[config.mk]
export PLATFORM = sky130hd
export DESIGN_NAME = multiplexed_servo_pulse_sequencer
export DESIGN_NICKNAME = d
export VERILOG_FILES = /design/src/hdl/msps_pkg.sv /design/src/hdl/msps_ram.sv /design/src/hdl/multiplexed_servo_pulse_sequencer.sv
export VERILOG_INCLUDE_DIRS = /design/src /design/src/hdl
export SDC_FILE = /design/constraint.sdc
export NUM_CORES = 1
export LEC_CHECK = 0
export BUFFER_PORTS_ARGS = -buffer_cell sky130_fd_sc_hd__buf_2
export CAP_MARGIN = 20
export CORE_MARGIN = 10
export CORE_UTILIZATION = 51
export DETAILED_ROUTE_END_ITERATION = 10
export PLACE_DENSITY_LB_ADDON = 0.08
export SYNTH_ARGS = -nofsm -noshare
export SYNTH_HDL_FRONTEND = slang
export SYNTH_SLANG_ARGS = --single-unit
[constraint.sdc]
create_clock -name clk -period 4.5 [get_ports clk]
set_input_delay 0.45 -clock clk [delete_from_list [all_inputs] [get_ports clk]]
set_output_delay 0.45 -clock clk [all_outputs]
set_load 0.01 [all_outputs]
[src/hdl/assert_macros.svh]
// ----------------------------------------------------------------------------
// assertion macros
// shared concurrent assertion forms, clocked on clk with rst_n low masking
// ----------------------------------------------------------------------------
`ifndef ASSERT_MACROS_SVH
`define ASSERT_MACROS_SVH

// property that must hold at every edge out of reset
`define ASSERT_ALWAYS(label, prop, msg) \
    label: assert property (@(posedge clk) disable iff (!rst_n) (prop)) \
        else $error(msg);

// same-cycle implication
`define ASSERT_IMPLIES(label, ante, cons, msg) \
    label: assert property (@(posedge clk) disable iff (!rst_n) (ante) |-> (cons)) \
        else $error(msg);

// next-cycle implication
`define ASSERT_NEXT(label, ante, cons, msg) \
    label: assert property (@(posedge clk) disable iff (!rst_n) (ante) |=> (cons)) \
        else $error(msg);

`endif

[src/hdl/msps_pkg.sv]
// ----------------------------------------------------------------------------
// msps_pkg
// types and constants of the multiplexed servo pulse sequencer
// ----------------------------------------------------------------------------
package msps_pkg;

    localparam int CHANNELS_DEF = 8;
    localparam int WIDTH_W      = 16;
    localparam int FRAME_W      = 16;
    localparam int MASK_W       = 8;
    localparam int CFG_IDX_W    = 1;
    localparam int CFG_DATA_W   = 16;

    localparam logic [FRAME_W-1:0] RESET_FRAME = 16'd2500;
    localparam logic [WIDTH_W-1:0] RESET_WIDTH = 16'd1000;

    localparam logic [CFG_IDX_W-1:0] CFG_FRAME_TICKS = 1'd0;
    localparam logic [CFG_IDX_W-1:0] CFG_ENABLE_MASK = 1'd1;

    localparam logic CMD_TICK  = 1'b0;
    localparam logic CMD_WRITE = 1'b1;

    typedef struct packed {
        logic               cmd;
        logic [2:0]         channel;
        logic [WIDTH_W-1:0] width;
    } item_t;

    typedef struct packed {
        logic [7:0] pins;
        logic [2:0] active_slot;
        logic       pulse_high;
    } result_t;

endpackage

[src/hdl/msps_ram.sv]
// ----------------------------------------------------------------------------
// msps_ram
// generic single write port ram with one registered read port
// ----------------------------------------------------------------------------
module msps_ram #(
    parameter int WIDTH = 16,
    parameter int DEPTH = 8
) (
    input  logic                     clk,
    input  logic                     we,
    input  logic [$clog2(DEPTH)-1:0] waddr,
    input  logic [WIDTH-1:0]         wdata,
    input  logic                     re,
    input  logic [$clog2(DEPTH)-1:0] raddr,
    output logic [WIDTH-1:0]         rdata
);

    logic [WIDTH-1:0] mem [DEPTH];

    always_ff @(posedge clk)
    begin
        if (we)
        begin
            mem[waddr] <= wdata;
        end
        if (re)
        begin
            rdata <= mem[raddr];
        end
    end

endmodule

[src/hdl/multiplexed_servo_pulse_sequencer.sv]
// ----------------------------------------------------------------------------
// multiplexed_servo_pulse_sequencer
// time-multiplexed servo pulse generator, one slot of frame_ticks per channel
// ----------------------------------------------------------------------------
// Usage:
//   item channel (item_valid / item_stall / item): each beat is either one
//   timer tick or a pulse width write for one channel. Every beat yields
//   exactly one result beat on result_valid / result_stall / result, which
//   shows the line levels for the current tick of the running slot.
//   Configuration (cfg_we / cfg_index / cfg_data) sets frame_ticks and
//   enable_mask; write it only while no beat is in flight.
//   Throughput: one beat per clock while result_stall is low. The width ram
//   read registers at the edge that takes the beat, as does the read stage;
//   the output register loads from the read stage when that stage advances.
//   The width store sits in a ram with one registered read port addressed by
//   the running slot; a write to the slot being read in the same cycle is
//   forwarded. Per-entry valid bits make unwritten entries read as 1000, so
//   no clearing pass is needed after reset.
//   Reset: frame_ticks 2500, all channels disabled, slot 0, tick 0.
//   A stalled result holds; the block keeps taking beats until the read
//   stage behind the output register is also full, then raises item_stall.
// ----------------------------------------------------------------------------
module multiplexed_servo_pulse_sequencer
    import msps_pkg::*;
#(
    parameter int CHANNELS = CHANNELS_DEF
) (
    input  logic                  clk,
    input  logic                  rst_n,
    input  logic                  item_valid,
    output logic                  item_stall,
    input  item_t                 item,
    output logic                  result_valid,
    input  logic                  result_stall,
    output result_t               result,
    input  logic                  cfg_we,
    input  logic [CFG_IDX_W-1:0]  cfg_index,
    input  logic [CFG_DATA_W-1:0] cfg_data
);

`include "assert_macros.svh"

    localparam int SLOT_W = $clog2(CHANNELS);

    // configuration
    logic [FRAME_W-1:0] frame_ticks_reg;
    logic [MASK_W-1:0]  enable_mask_reg;

    // timing state
    logic [SLOT_W-1:0]  slot_reg, slot_next;
    logic [FRAME_W-1:0] tick_reg, tick_next;
    logic [CHANNELS-1:0] wvalid_reg, wvalid_next;

    // read stage
    logic               s1_valid_reg;
    logic [SLOT_W-1:0]  s1_slot_reg;
    logic [FRAME_W-1:0] s1_tick_reg;
    logic               s1_entry_valid_reg;
    logic               s1_fwd_reg;
    logic [WIDTH_W-1:0] s1_fwd_width_reg;

    // output stage
    logic    out_valid_reg;
    result_t out_reg, out_next;

    logic               accept;
    logic               s1_adv;
    logic               wr_en;
    logic [SLOT_W-1:0]  wr_addr;
    logic [WIDTH_W-1:0] ram_rdata;
    logic [FRAME_W:0]   frame_len;
    logic [FRAME_W:0]   tick_inc;
    logic [WIDTH_W-1:0] width_eff;
    logic [FRAME_W:0]   limit;
    logic [31:0]        slot_wide;
    logic               slot_on;
    logic               level;

    assign s1_adv     = !out_valid_reg || !result_stall;
    assign item_stall = s1_valid_reg && !s1_adv;
    assign accept     = item_valid && !item_stall;

    assign wr_en   = accept && (item.cmd == CMD_WRITE) && (32'(item.channel) < CHANNELS);
    assign wr_addr = SLOT_W'(item.channel);

    msps_ram #(
        .WIDTH (WIDTH_W),
        .DEPTH (CHANNELS)
    ) u_width_ram (
        .clk   (clk),
        .we    (wr_en),
        .waddr (wr_addr),
        .wdata (item.width),
        .re    (accept),
        .raddr (slot_reg),
        .rdata (ram_rdata)
    );

    // zero frame length counts as one tick
    assign frame_len = (frame_ticks_reg == '0) ? (FRAME_W+1)'(1)
                                               : {1'b0, frame_ticks_reg};
    assign tick_inc  = {1'b0, tick_reg} + (FRAME_W+1)'(1);

    always_comb
    begin
        slot_next   = slot_reg;
        tick_next   = tick_reg;
        wvalid_next = wvalid_reg;
        if (wr_en)
        begin
            wvalid_next[wr_addr] = 1'b1;
        end
        if (accept && item.cmd == CMD_TICK)
        begin
            if (tick_inc >= frame_len)
            begin
                tick_next = '0;
                slot_next = (32'(slot_reg) == CHANNELS - 1) ? '0
                                                            : slot_reg + SLOT_W'(1);
            end
            else
            begin
                tick_next = tick_inc[FRAME_W-1:0];
            end
        end
    end

    always_ff @(posedge clk or negedge rst_n)
    begin
        if (!rst_n)
        begin
            frame_ticks_reg <= RESET_FRAME;
            enable_mask_reg <= '0;
        end
        else if (cfg_we)
        begin
            unique case (cfg_index)
                CFG_FRAME_TICKS: frame_ticks_reg <= cfg_data[FRAME_W-1:0];
                CFG_ENABLE_MASK: enable_mask_reg <= cfg_data[MASK_W-1:0];
                default: ;
            endcase
        end
    end

    always_ff @(posedge clk or negedge rst_n)
    begin
        if (!rst_n)
        begin
            slot_reg      <= '0;
            tick_reg      <= '0;
            wvalid_reg    <= '0;
            s1_valid_reg  <= 1'b0;
            out_valid_reg <= 1'b0;
        end
        else
        begin
            slot_reg   <= slot_next;
            tick_reg   <= tick_next;
            wvalid_reg <= wvalid_next;
            if (accept)
            begin
                s1_valid_reg <= 1'b1;
            end
            else if (s1_adv)
            begin
                s1_valid_reg <= 1'b0;
            end
            if (s1_adv)
            begin
                out_valid_reg <= s1_valid_reg;
            end
        end
    end

    // read stage payload; the ram sees the store before this beat's write
    always_ff @(posedge clk)
    begin
        if (accept)
        begin
            s1_slot_reg        <= slot_reg;
            s1_tick_reg        <= tick_reg;
            s1_entry_valid_reg <= wvalid_reg[slot_reg];
            s1_fwd_reg         <= wr_en && (wr_addr == slot_reg);
            s1_fwd_width_reg   <= item.width;
        end
    end

    always_comb
    begin
        if (s1_fwd_reg)
        begin
            width_eff = s1_fwd_width_reg;
        end
        else if (s1_entry_valid_reg)
        begin
            width_eff = ram_rdata;
        end
        else
        begin
            width_eff = RESET_WIDTH;
        end
    end

    assign limit     = ({1'b0, width_eff} > frame_len) ? frame_len : {1'b0, width_eff};
    assign slot_wide = 32'(s1_slot_reg);
    // only the first eight slots have an enable bit
    assign slot_on   = (slot_wide < 32'd8) && enable_mask_reg[slot_wide[2:0]];
    assign level     = slot_on && ({1'b0, s1_tick_reg} < limit);

    always_comb
    begin
        out_next.pins        = level ? (8'd1 << slot_wide[2:0]) : 8'd0;
        out_next.active_slot = slot_wide[2:0];
        out_next.pulse_high  = level;
    end

    always_ff @(posedge clk)
    begin
        if (s1_adv && s1_valid_reg)
        begin
            out_reg <= out_next;
        end
    end

    assign result_valid = out_valid_reg;
    assign result       = out_reg;

    `ASSERT_ALWAYS(a_slot_range, 32'(slot_reg) < CHANNELS,
        "slot index out of range")
    `ASSERT_IMPLIES(a_pins_onehot, result_valid && result.pulse_high, $onehot(result.pins),
        "high pulse without exactly one line")
    `ASSERT_IMPLIES(a_pins_low, result_valid && !result.pulse_high, result.pins == 8'd0,
        "line high outside the pulse")
    `ASSERT_NEXT(a_read_hold, s1_valid_reg && !s1_adv,
        s1_valid_reg && $stable(ram_rdata) && $stable(s1_slot_reg),
        "read stage lost its data while held")
    `ASSERT_NEXT(a_write_no_time, accept && item.cmd == CMD_WRITE,
        $stable(tick_reg) && $stable(slot_reg),
        "width write advanced time")

endmodule
==> metrics.md <==
| Metric | Value |
|---|---|
| Peak supply drop | 0.000318 V |
| WS Path Type | register to register |
| # DRC | 0 |
| Hold Violations, Final | 0 |
| Clock Path Buffers | 3 |
| Startpoint types | register |
| Initial Util | 51.8% |
| Yosys reg bits | 246 |
| H-Tree Depth | 1 |
| Final setup violation count | 0 |
| Largest net degree at the start of global routing | 54 |
| Area Growth Syn to Fin | 19.5% |
| Clock sinks | 246 |
| Post-layout util | 61.8% |
| DR vias/cell | 5.72 |
| Vias in the first global route | 6608 |
| Dpl cell area | 11600 um^2 |
| Pwr dens | 459 nW/um^2 |
| Top sig layer | met4 |
| DRT Pass-1 Iters | 5 |
| Commonest non-fill, non-tap cell in the layout | edfxtp_1 |
| Post-Synth Simple-Gate Area | 7.51% |
| Ys flop type | edfxtp_1 |
| Status | completed |
| DRT iter0 DRCs | 396 |
| Hold crit path type | primary input to asynchronous set/reset pin |
| Total number of vias | 6289 |
| Setup crit end kind | register |
| Worst slack, placed | -0.411 ns |
| GPL Wtd Cong | 0.788 |
| Ys Warns | 0 |
| Highest-count cells in the layout ignoring fill and taps | 193 x edfxtp_1, 55 x buf_2, 50 x nand2_1 |
| Tot GR Track Use | 16.7% |
| Largest cells by area after synthesis | edfxtp_1 53%, dfrtp_1 11%, mux4_2 7.5% |
| Hold WS | 0.0636 ns |
| Die width | 166 um |
| Clk slew on worst S/H paths | 0.06 ns |
| Root buf cell | clkbuf_16 |
| Post-synthesis cell type count | 52 |
| Io pins | 56 |
| Synth Area in Adders | 5.77% |
| Unrepaired setup endpoints after global routing | yes |
| Worst-Margin Slew | 1.03 ns |
| Layout cell share with drive strength beyond 1 | 32.0% |
| Leakage power | 4.88 nW |
| CORE AREA | 21000 um^2 |
| Reg2Reg Depth | 18 |
| Synth Area in Compound Gates | 5.64% |
| Synth area leader | edfxtp_1 |
| Max incr delay on CP | 0.58 ns |
| Number of flip-flops under the largest register name | 128 |
| Routed wl met3 | 1.12 mm |
| Cells after Synth | 704 |
| Worst EP required | 4.85 ns |
| Slew HR | 30.8% |
| Initial antenna violation count | 1 |
| Xor/xnor share of the synthesized area | 1.37% |
| Met1 Wirelength | 9.87 mm |
| Die ar. | 27500 um^2 |
| Mapped Nets | 796 |
| CP max-delay cell | or4_4 |
| Cell area after layout | 13000 um^2 |
| Hold Buf Count CTS | 0 |
| Period utilization | 99.6% |
| Synth top area share | 53.4% |
| Max Slew Vio Count | 0 |
| Tmin final | 4.48 ns |
| WL/cell | 21.6 um |
| Setup ws final | 0.0189 ns |
| GRT overflow | 0 |
| Post-DRT Antenna Nets | 0 |
| Post-synthesis mux area share | 12.0% |
| Max Cap Viol | 0 |
| Count of buffers from port buffering | 55 |
| Largest family of logic cells by synthesized area | multiplexers |
| Post-synthesis sequential area ratio | 65.7% |
| Post-synth EDFFs | 193 |
| Post-Route WL | 23.7 mm |
| Largest Register | u_width_ram.mem |
| Asr flop ratio synth | 21.5% |
| Critical path arrival | 4.83 ns |
| Area of the mapped netlist | 10800 um^2 |
| Met2 Wirelength | 12.1 mm |
| Hpwl dp | 15.6 mm |
| Clock skew | 0.0107 ns |
| Die height | 166 um |
| CTS tree | yes |
| CP Cell Sequence | buf_12 > buf_6 > a22o_1 > ha_1 > nand4_1 > nor2_1 > a221o_1 > o31a_1 > buf_4 > buf_4 > mux2i_1 > ha_1 > nand4_1 > nor4_2 > a21oi_1 > o211ai_1 > or4_4 > nor4_1 |
| Global-route wire length before repair | 37.2 mm |
| Maximum clock rate | 223 MHz |
| Max FO, Critical Path | 8 |
| Nets | 897 |
| Mean post-synth cell area | 15.4 um^2 |
| FP Rows | 53 |
| Insertion delay to the later sink of the worst-skew pair | 0.53 ns |
| TritonCTS buffer count | 25 |
[kinds of logic after synthesis]
kind of cell	count (synthesis)
fa+ha+maj	50
simple gates	166
buf+inv	52
mux	81
compound gates	92
xor+xnor	17
flops	246
[layer usage]
layer,vias up,GRT usage (%)
li1,2927,-
met1,3170,21.5
met2,153,28.6
met3,39,2.86
met4,0,4.58
met5,-,0
[report_power, final]
part	switching, mW	internal (mW)	total [mW]
Combinational	0.404	0.369	0.772
Sequential	0.100	2.60	2.70
Clock	0.867	1.61	2.48
Total	1.37	4.58	5.95
[final timing paths]
path	slack [ns]	endpoint	startpoint
hold reg to reg	0.47	wvalid_reg[5]	wvalid_reg[5]
hold / removal	0.06	frame_ticks_reg[1]	rst_n
max in group asynchronous	3.94	slot_reg[0]	rst_n
setup / recovery	0.02	result[7]	s1_fwd_reg
min in group clk	0.14	frame_ticks_reg[8]	cfg_data[8]
setup reg to reg	0.02	result[7]	s1_fwd_reg
[synthesized netlist by cell type (9+ instances only)]
master and number:
ha_1 50, a21oi_1 19, nor2_1 33, nand3_1 11, mux4_2 36, nand4_1 12
nand2_1 50, or2_2 11, o21ai_0 28, mux2_2 29, inv_1 27, edfxtp_1 193
xor2_1 9, nor3_1 13, mux2i_1 15, nor4_1 13, dfrtp_1 48, clkbuf_1 14
[worst max-delay path, delay by kind of cell (launching register included)]
kind / cells / cell delay, ns
AOI/OAI and AO/OA: 5 / 1.12
adders and majority gates: 2 / 0.55
buffers and inverters: 4 / 0.63
DFF: 1 / 0.51
muxes: 1 / 0.16
and+or+nand+nor: 6 / 1.34
[area by class of cell]
type                    instances  area, um^2
well taps                     275         344
diodes                          1        2.50
clock buffers                  27         643
inverters                      27         101
clock inverters                19         359
multi-input cells             407        3720
flip-flops and latches        246        7130
fillers                      1557        8000
repair buffers                 98         656
[stage by stage]
step / total power, mW / TNS, ns / instances
6_report: 5.95 / 0 / 1100
5_1_grt: 6.19 / -1.68 / 1099
4_1_cts: 5.91 / -0.00466 / 1080
3_5_place_dp: 3.41 / -3.22 / 1032
3_3_place_gp: 3.38 / -0.931 / 1032
2_1_floorplan: 3.17 / 0 / 704
[timing repair]
item	in CTS	in global routing
gates cloned	0	2
setup endpoints to repair	9	9
hold endpoints to repair	0	0
pin swaps	1	12
setup buffers	2	16
resized for setup	11	40
No activity file was read; power rests on OpenSTA's default activity.
